$ cat config.mk
export PLATFORM = sky130hd
export DESIGN_NAME = incremental_pid_heater
export DESIGN_NICKNAME = d
export VERILOG_FILES = /design/src/ipid_pkg.sv /design/src/incremental_pid_heater.sv /design/src/ipid_calc.sv
export SDC_FILE = /design/constraint.sdc
export NUM_CORES = 1
export LEC_CHECK = 0
export BUFFER_PORTS_ARGS = -buffer_cell sky130_fd_sc_hd__buf_2
export CORE_UTILIZATION = 30
export CTS_CLUSTER_DIAMETER = 200
export CTS_CLUSTER_SIZE = 40
export DETAILED_ROUTE_END_ITERATION = 8
export PLACE_DENSITY = 0.5
export RECOVER_POWER = 50
export SLEW_MARGIN = 40
export SYNTH_ARGS = -nofsm -noshare
export SYNTH_HDL_FRONTEND = slang
export SYNTH_SLANG_ARGS = --single-unit
$ cat constraint.sdc
create_clock -name clk -period 24.1 [get_ports clk]
set_clock_uncertainty 0.1 [all_clocks]
set_input_delay 0 -clock clk [delete_from_list [all_inputs] [get_ports clk]]
set_output_delay 0 -clock clk [all_outputs]
set_load 0.01 [all_outputs]
$ cat src/ipid_pkg.sv
// Package with the shared types and constants of the incremental PID heater.
`default_nettype none

package ipid_pkg;

    localparam int GAIN_W  = 8;
    localparam int VALUE_W = 16;
    localparam int ERR_W   = 7;
    localparam int DRIVE_W = 7;
    localparam int CFG_IDX_W = 2;

    // Worst-case sum magnitude is about 255 * (127 + 127 + 254) + 100, so 20 signed bits hold it.
    localparam int SUM_W = 20;

    localparam logic [DRIVE_W-1:0] DRIVE_MAX = 7'd100;

    localparam logic [CFG_IDX_W-1:0] CFG_GAIN_P = 2'd0;
    localparam logic [CFG_IDX_W-1:0] CFG_GAIN_I = 2'd1;
    localparam logic [CFG_IDX_W-1:0] CFG_GAIN_D = 2'd2;

    localparam logic [GAIN_W-1:0] GAIN_P_RESET = 8'd2;
    localparam logic [GAIN_W-1:0] GAIN_I_RESET = 8'd1;
    localparam logic [GAIN_W-1:0] GAIN_D_RESET = 8'd1;

    typedef struct packed {
        logic [GAIN_W-1:0] gain_p;
        logic [GAIN_W-1:0] gain_i;
        logic [GAIN_W-1:0] gain_d;
    } gains_t;

    typedef struct packed {
        logic [ERR_W-1:0]   error_now;
        logic [ERR_W-1:0]   error_last;
        logic [ERR_W-1:0]   error_before_last;
        logic [DRIVE_W-1:0] drive_last;
    } pid_state_t;

endpackage

`default_nettype wire

$ cat src/incremental_pid_heater.sv
// Top level of the incremental PID heater drive controller.
`default_nettype none

// Incremental PID heater controller. Each item carries a setpoint and a
// measured value and yields exactly one drive level from 0 to 100. When
// the measured value is at or above the setpoint the drive is 0; when the
// error exceeds 100 the drive is 100; in both cases the error history is
// kept. Otherwise the error enters a three-sample history and the drive is
// the previous drive plus the P, I and D increments, clamped to 0..100.
// Timing: an item is taken into an input register, the drive is computed
// from it by one pass of three small multiplies, an adder and a clamp,
// and lands in the output register. One item is accepted every cycle as
// long as the output side keeps taking results. The gains are to be
// written through the configuration port only while the block is idle,
// which the block itself does not enforce; index 0 is the P gain, 1 the
// I gain, 2 the D gain, and writes to other indexes are ignored.

module incremental_pid_heater (
    input  wire logic                              clk,
    input  wire logic                              rst_n,

    input  wire logic                              cfg_write,
    input  wire logic [ipid_pkg::CFG_IDX_W-1:0]    cfg_index,
    input  wire logic [ipid_pkg::GAIN_W-1:0]       cfg_data,

    input  wire logic                              in_valid,
    output logic                                   in_ready,
    input  wire logic [ipid_pkg::VALUE_W-1:0]      setpoint,
    input  wire logic [ipid_pkg::VALUE_W-1:0]      measured,

    output logic                                   out_valid,
    input  wire logic                              out_ready,
    output logic [ipid_pkg::DRIVE_W-1:0]           drive
);

    ipid_pkg::gains_t                  gains_reg;
    ipid_pkg::pid_state_t              state_reg;
    ipid_pkg::pid_state_t              state_next;

    logic                              in_valid_reg;
    logic [ipid_pkg::VALUE_W-1:0]      setpoint_reg;
    logic [ipid_pkg::VALUE_W-1:0]      measured_reg;

    logic                              out_valid_reg;
    logic [ipid_pkg::DRIVE_W-1:0]      drive_reg;
    logic [ipid_pkg::DRIVE_W-1:0]      drive_next;

    logic                              advance;
    logic                              compute;

    // The pipeline moves whenever the output register is empty or its item
    // is being taken this cycle.
    assign advance  = !out_valid_reg || out_ready;
    assign compute  = advance && in_valid_reg;
    assign in_ready = !in_valid_reg || advance;

    assign out_valid = out_valid_reg;
    assign drive     = drive_reg;

    // Gain registers.
    always_ff @(posedge clk or negedge rst_n)
    begin
        if (!rst_n)
        begin
            gains_reg.gain_p <= ipid_pkg::GAIN_P_RESET;
            gains_reg.gain_i <= ipid_pkg::GAIN_I_RESET;
            gains_reg.gain_d <= ipid_pkg::GAIN_D_RESET;
        end
        else if (cfg_write)
        begin
            case (cfg_index)
                ipid_pkg::CFG_GAIN_P: gains_reg.gain_p <= cfg_data;
                ipid_pkg::CFG_GAIN_I: gains_reg.gain_i <= cfg_data;
                ipid_pkg::CFG_GAIN_D: gains_reg.gain_d <= cfg_data;
                default:              gains_reg <= gains_reg;
            endcase
        end
    end

    // Input register stage.
    always_ff @(posedge clk or negedge rst_n)
    begin
        if (!rst_n)
        begin
            in_valid_reg <= 1'b0;
        end
        else if (in_ready)
        begin
            in_valid_reg <= in_valid;
        end
    end

    always_ff @(posedge clk)
    begin
        if (in_valid && in_ready)
        begin
            setpoint_reg <= setpoint;
            measured_reg <= measured;
        end
    end

    ipid_calc u_calc (
        .setpoint   (setpoint_reg),
        .measured   (measured_reg),
        .gains      (gains_reg),
        .state      (state_reg),
        .state_next (state_next),
        .drive      (drive_next)
    );

    // History and previous drive advance together with the result register,
    // so the next item always sees the state this one left behind.
    always_ff @(posedge clk or negedge rst_n)
    begin
        if (!rst_n)
        begin
            state_reg     <= '0;
            out_valid_reg <= 1'b0;
        end
        else
        begin
            if (compute)
            begin
                state_reg <= state_next;
            end
            if (advance)
            begin
                out_valid_reg <= in_valid_reg;
            end
        end
    end

    always_ff @(posedge clk)
    begin
        if (compute)
        begin
            drive_reg <= drive_next;
        end
    end

endmodule

`default_nettype wire

$ cat src/ipid_calc.sv
// Combinational drive computation for one item: error, PID sum and clamp.
`default_nettype none

module ipid_calc (
    input  wire logic [ipid_pkg::VALUE_W-1:0] setpoint,
    input  wire logic [ipid_pkg::VALUE_W-1:0] measured,
    input  wire ipid_pkg::gains_t             gains,
    input  wire ipid_pkg::pid_state_t         state,
    output ipid_pkg::pid_state_t              state_next,
    output logic [ipid_pkg::DRIVE_W-1:0]      drive
);

    localparam int SW = ipid_pkg::SUM_W;

    logic [ipid_pkg::VALUE_W:0]       diff;
    logic                             at_or_above;
    logic                             too_far;
    logic [ipid_pkg::ERR_W-1:0]       e0;
    logic signed [SW-1:0]             e0_s;
    logic signed [SW-1:0]             e1_s;
    logic signed [SW-1:0]             e2_s;
    logic signed [SW-1:0]             gp_s;
    logic signed [SW-1:0]             gi_s;
    logic signed [SW-1:0]             gd_s;
    logic signed [SW-1:0]             term_p;
    logic signed [SW-1:0]             term_i;
    logic signed [SW-1:0]             term_d;
    logic signed [SW-1:0]             sum;
    logic [ipid_pkg::DRIVE_W-1:0]     pid_drive;

    assign diff        = {1'b0, setpoint} - {1'b0, measured};
    assign at_or_above = (setpoint <= measured);
    assign too_far     = (diff > {{(ipid_pkg::VALUE_W+1-ipid_pkg::DRIVE_W){1'b0}},
                                  ipid_pkg::DRIVE_MAX});
    assign e0          = diff[ipid_pkg::ERR_W-1:0];

    assign e0_s = $signed({{(SW-ipid_pkg::ERR_W){1'b0}}, e0});
    assign e1_s = $signed({{(SW-ipid_pkg::ERR_W){1'b0}}, state.error_now});
    assign e2_s = $signed({{(SW-ipid_pkg::ERR_W){1'b0}}, state.error_last});
    assign gp_s = $signed({{(SW-ipid_pkg::GAIN_W){1'b0}}, gains.gain_p});
    assign gi_s = $signed({{(SW-ipid_pkg::GAIN_W){1'b0}}, gains.gain_i});
    assign gd_s = $signed({{(SW-ipid_pkg::GAIN_W){1'b0}}, gains.gain_d});

    // The error entering the history becomes e0; the old e0 and e1 move down one place.
    assign term_p = gp_s * (e0_s - e1_s);
    assign term_i = gi_s * e0_s;
    assign term_d = gd_s * (e0_s - (e1_s <<< 1) + e2_s);
    assign sum    = $signed({{(SW-ipid_pkg::DRIVE_W){1'b0}}, state.drive_last})
                  + term_p + term_i + term_d;

    always_comb
    begin
        if (sum <= 0)
        begin
            pid_drive = '0;
        end
        else if (sum >= $signed({{(SW-ipid_pkg::DRIVE_W){1'b0}}, ipid_pkg::DRIVE_MAX}))
        begin
            pid_drive = ipid_pkg::DRIVE_MAX;
        end
        else
        begin
            pid_drive = sum[ipid_pkg::DRIVE_W-1:0];
        end
    end

    always_comb
    begin
        state_next = state;
        if (at_or_above)
        begin
            drive = '0;
        end
        else if (too_far)
        begin
            drive = ipid_pkg::DRIVE_MAX;
        end
        else
        begin
            drive                        = pid_drive;
            state_next.error_now         = e0;
            state_next.error_last        = state.error_now;
            state_next.error_before_last = state.error_last;
        end
        state_next.drive_last = drive;
    end

endmodule

`default_nettype wire
======== After elaboration in Yosys (flattened, before gate mapping) ========
Index checks and enable logic that the tools add are counted.
cells by class
  $add $sub $neg .......................... 7
  multipliers ............................. 3
  $lt $le $gt $ge ......................... 4
  equality and inequality tests ........... 2
  multiplexer cells ....................... 4
  bitwise gates (word level) .............. 2
  reductions and logical operators ........ 11
operators by type and width
  operator                                                             number
  adder 20 bit                                                         2
  multiplier 9 x 20 -> 20 bit                                          2
  two-way mux 7 bit                                                    4
  adder 20 x 8 -> 20 bit                                               1
  adder 8 x 20 -> 20 bit                                               1
  greater-or-equal comparator 20 x 8 -> 1 bit (second input constant)  1
  <= comparator 20 x 1 -> 1 bit (second input constant)                1
  greater-than comparator 17 x 7 -> 1 bit (second input constant)      1
  subtractor 16 x 16 -> 17 bit                                         1
  <= comparator 16 bit                                                 1
  multiplier 8 x 7 -> 15 bit                                           1
  subtractor 7 x 8 -> 9 bit                                            1
  subtractor 7 x 7 -> 8 bit                                            1
  AND reduction 2 bit                                                  3
  AND reduction 3 bit                                                  1
  == test 2 x 1 -> 1 bit (second input constant)                       1
  == test 2 bit (second input constant)                                1
  logical AND 1 bit                                                    2
  logical NOT 1 bit                                                    2
  logical NOT 2 bit                                                    1
  logical OR 1 bit                                                     2
  inverter 1 bit                                                       2
word-level totals
  register bits after elaboration ......... 86
  bits of input ports ..................... 47
  output and inout bits ................... 9
  word-level logic and storage cells ...... 44

======== Longest topological paths before layout ========
  word-level depth ........................ 11
  depth in mapped cells ................... 45

======== By module ========
From an unflattened synthesis, not the netlist that was laid out.
second synthesis, totals
  cells, all modules ...................... 1,384
  area total of the unflattened synthesis .. 13,775.7 um2
modules (own cells, without submodules)
  module                  instances  cells an instance  area each (um2)  sequential area each (um2)
  ipid_calc               1          1,226              10,521.3         0.0
  incremental_pid_heater  1          158                3,254.4          2,526.2

======== Least setup slack after synthesis ========
OpenSTA, ideal clock, no wires.
  kind .................................... flip-flop to flip-flop
  start point ............................. register measured_reg[0] in the netlist's numbering
  end point ............................... register drive_reg (netlist bit drive[0]), data pin
  arrival ................................. 10,908 ps
  data required time ...................... 23,868 ps
  slack ................................... 12,960 ps
  stages on the path, launching flop included .. 43
  path buffers ............................ 1
  cell sequence ........................... edfxtp_1 ha_1 fa_1 nand2b_2 or2b_1 a211oi_1 xnor2_1 clkbuf_1 nand2_1 fa_1 fa_1 inv_1 fa_1 inv_1 fa_1 inv_1 ha_1 a21boi_0 (+7 left out) inv_1 fa_1 ha_1 inv_1 fa_1 fa_1 fa_1 inv_1 ha_1 a21o_1 a211oi_1 nor4b_1 o31ai_1 a21oi_1 xnor3_1 xnor3_1 nor4_4 and2_1
on the way
  cells in the longest elaborated chain, start to end .. 11
ends and longest elaborated chain
  element                                      RTL line                       RTL
  start, declared                              incremental_pid_heater.sv:42   logic [ipid_pkg::VALUE_W-1:0] measured_reg;
  start signal, assigned                       incremental_pid_heater.sv:98   measured_reg <= measured;
  subtractor 16 x 16 -> 17 bit *               ipid_calc.sv:31                assign diff = {1'b0, setpoint} - {1'b0, measured};
  named net u_calc.diff, one bit               ipid_calc.sv:15                logic [ipid_pkg::VALUE_W:0] diff;
  subtractor 7 x 7 -> 8 bit                    ipid_calc.sv:45                assign term_p = gp_s * (e0_s - e1_s);
  multiplier 9 x 20 -> 20 bit                  ipid_calc.sv:45
  adder 8 x 20 -> 20 bit                       ipid_calc.sv:49                + term_p + term_i + term_d;
  adder 20 bit (2 in a row)                    ipid_calc.sv:49
  greater-or-equal comparator 20 x 8 -> 1 bit  ipid_calc.sv:57                else if (sum >= $signed({{(SW-ipid_pkg::DRIVE_W){1'b0}}, ipid_pkg::DRIVE_MAX}))
  two-way mux 7 bit                            ipid_calc.sv:57
  two-way mux 7 bit                            ipid_calc.sv:53                if (sum <= 0)
  two-way mux 7 bit *                          ipid_calc.sv:74                else if (too_far)
  two-way mux 7 bit *                          ipid_calc.sv:70                if (at_or_above)
  named net drive_next, one bit                incremental_pid_heater.sv:46   logic [ipid_pkg::DRIVE_W-1:0] drive_next;
  end signal, assigned                         incremental_pid_heater.sv:137  drive_reg <= drive_next;
  end, declared                                incremental_pid_heater.sv:45   logic [ipid_pkg::DRIVE_W-1:0] drive_reg;
The timed path passes the listed nets; every way through them passes the cells marked *.
A chain may end at the register's enable or synchronous reset.

======== Worst setup path after layout ========
  start point ............................. register measured_reg[0] in the netlist's numbering
  end point ............................... register drive_reg (netlist bit drive[1]), data pin
on the way
  cells in the longest elaborated chain, start to end .. 11
ends and longest elaborated chain
  element                                      RTL line
  subtractor 16 x 16 -> 17 bit                 ipid_calc.sv:31
  subtractor 7 x 7 -> 8 bit                    ipid_calc.sv:45
  multiplier 9 x 20 -> 20 bit                  ipid_calc.sv:45
  adder 8 x 20 -> 20 bit                       ipid_calc.sv:49
  adder 20 bit (2 in a row)                    ipid_calc.sv:49
  greater-or-equal comparator 20 x 8 -> 1 bit  ipid_calc.sv:57
  two-way mux 7 bit                            ipid_calc.sv:57
  two-way mux 7 bit                            ipid_calc.sv:53
  two-way mux 7 bit                            ipid_calc.sv:74
  two-way mux 7 bit *                          ipid_calc.sv:70
  named net drive_next, one bit                incremental_pid_heater.sv:46
Marked as above.

==> flow_summary.toml <==
[run_status]
status = "finished, violations left"
violations = "max-capacitance violations, max-slew violations"

[synthesis]
synth_mux_area_share_pct = 2.64
yosys_warnings = 0
synth_compound_area_share_pct = 8.74
ys_seq_elements = 86
synth_xor_area_share_pct = 3.39
synth_fa_ha_area_share_pct = 43.2
synth_edf_count = 39
syn_inst = 1461
ys_seq_area_share_pct = 16.8
syn_area_per_cell_um2 = 9.59
synth_top_family_by_area = "adder cells"
synthesis.area_um2 = 14000
synth-simple-area-share_pct = 16.4
synthArstFlopShare_pct = 54.7
syn_nets = 1871
synth.distinct_cells = 76
synthFlopType = "dfrtp_1"

[timing]
fmax_mhz = 82.0
fin_crit_ps = 12200
slew_viol_final = 48
finalSetupViolCount = 0
tns_ps = 0
hold_viol = 0
slew_headroom_pct = -82.2
rsz0062_at_grt = "no"
tightestPinTransition_ps = 2730
period_share_pct = 50.6

[final_layout]
synthToLayoutAreaGrowth_pct = 12.9
final_common_cell = "inv_1"
final_cell_mix = "inv_1, fa_1, ha_1, and2_1, nand2_1"
largest_reg_flops = 24
n_antenna_cell = 0
finalNetCount = 1968
drive_above_1_share_pct = 8.89

[worst_setup_path]
end_kind = "flop"
r2r_slack_ps = 11900
critical_path_required_ps = 24220
cpMostUsedCell = "fa_1"
setup.worst_path.class = "flop to flop"
critPathMaxFanout = 12
crit-reg2reg-launch = "measured_reg[0]"
cpPeakStageDelay_ps = 560
r2r_cells = 41
rr_endpoint = "drive[1]"
slowest_stage = "fa_1"
worstSetupStartpointType = "flop"
crit_arrival_ps = 12320

[die]
ios = 56
die_w_um = 218
fp.dieH_um = 218
die-area_um2 = 47600
coreArea_um2 = 45700
rows = 78
start_util_pct = 30.7

[global_routing]
busiest_layer = "met2"
grt_overflow_total = 0
grt_antenna_before_repair = 0
grt_use_met2_pct = 25.4
grt_usage_pct = 14.9
globalRouteMet3Util_pct = 1.28
grt_pass1_wl_mm = 56.1
grt_pass1_vias = 10500
grt_max_degree = 48
use_met1_pct = 20.8

[routing]
firstDrtPassIters = 5
drtIter0Drc = 460
ant_nets = 0
route.detailed.drc = 0
viasPerCell = 4.67
wl_per_cell_um = 15.6
dr_total_vias = 10100
drt_wl_total_mm = 33.8

[clock_tree]
cts_resized = 0
cts_setup_buffers = 0
numCtsBuffers = 9
cts_tree = "yes"
clock_latency_ps = 350
clockRootBuffer = "clkbuf_16"
clock_sinks = 86
cts_max_level = 3
ctsHoldBuffers = 44
cts.reportedPaths.clkPinSlew_ps = 70
clockBufferDepth = 2

[run]
maxCapViolations = 1

[hold_path]
hp-start = "cfg_index[1]"
whs_endpoint = "gains_reg[22]"
hold_class = "primary input to flop"
min_path_cells = 4

[placement]
gp_congestion = 0.800
dp_hpwl_mm = 28.1
io_buffer_count = 55
[per-layer routing]
layer,vias to the layer above,wire [um]
li1,4886,-
met1,5093,16300
met2,113,16500
met3,14,556
met4,0,357
met5,-,0
[metrics by stage]
step           setup WS, ps  hold WS, ps  instances  util (%)  instance area, um2
2_1_floorplan         12960         -396       1461         -               14000
3_3_place_gp          11910         42.9       2102      32.9               15000
3_5_place_dp          11620         56.7       2103      33.0               15100
4_1_cts               11530         94.8       2163      34.6               15800
5_1_grt               11280          121       2163      34.6               15800
6_report              11900          115       2163      34.6               15800
[worst max-delay path: cells and delay by family, from the launching register on]
| kind | cells | cell delay (ps) |
|---|---|---|
| flops | 1 | 370 |
| buf+inv | 6 | 290 |
| xor+xnor | 4 | 1360 |
| simple gates | 7 | 1670 |
| compound gates | 10 | 2060 |
| fa+ha+maj | 14 | 6190 |
[synth_stat cells (6+ instances only)]
| library cell | count | share of area (%) |
|---|---|---|
| nand3_1 | 10 | 0.36 |
| nand4_1 | 7 | 0.31 |
| or2_2 | 7 | 0.31 |
| nand2_1 | 103 | 2.8 |
| dfrtp_1 | 44 | 7.9 |
| mux2_2 | 28 | 2.3 |
| a21o_1 | 18 | 0.96 |
| nand2b_1 | 19 | 0.85 |
| and2_1 | 108 | 4.8 |
| nand3b_1 | 7 | 0.38 |
| a31oi_1 | 7 | 0.31 |
| nor2_1 | 49 | 1.3 |
| a211oi_1 | 6 | 0.32 |
| xor2_1 | 12 | 0.75 |
| fa_1 | 201 | 29 |
| nor3_1 | 15 | 0.54 |
| o21ai_0 | 50 | 1.8 |
| ha_1 | 162 | 14 |
| nor2b_1 | 49 | 2.2 |
| edfxtp_1 | 39 | 8.4 |
| xnor2_1 | 37 | 2.3 |
| a21oi_1 | 35 | 1.3 |
| inv_1 | 296 | 7.9 |
| clkbuf_1 | 25 | 0.67 |
| and3_1 | 11 | 0.49 |
| o21a_1 | 12 | 0.64 |
[layout make-up]
class                           count  area (um2)
Timing Repair Buffer              114         816
Sequential cell                    86        2350
Tap cell                          600         751
Inverter                          297        1110
Clock inverter                      6        70.1
Clock buffer                       10         229
Multi-Input combinational cell   1050       10500
Fill cell                        4767       29900
[logic make-up (layout without fill, tap and decap cells)]
logic type | Yosys count | count (layout)
buf+inv | 325 | 427
xor+xnor | 51 | 51
mux | 33 | 33
compound gates | 184 | 184
flops | 86 | 86
simple gates | 419 | 419
fa+ha+maj | 363 | 363
[worst max-delay path by stage]
stage / depth (start not counted) / slack, ps / startpoint / endpoint
CTS: 41 / 11530 / measured_reg[0] / drive[1]
finish: 41 / 11900 / measured_reg[0] / drive[1]
floorplan: 42 / 12960 / measured_reg[0] / drive[0]
global route: 42 / 11280 / setpoint_reg[0] / drive[0]
detailed placement: 41 / 11620 / measured_reg[0] / drive[3]
global placement: 41 / 11910 / measured_reg[0] / drive[4]
Power is not shown: default switching activity piles up to over one toggle a cycle in this logic, so the estimate is an artifact.
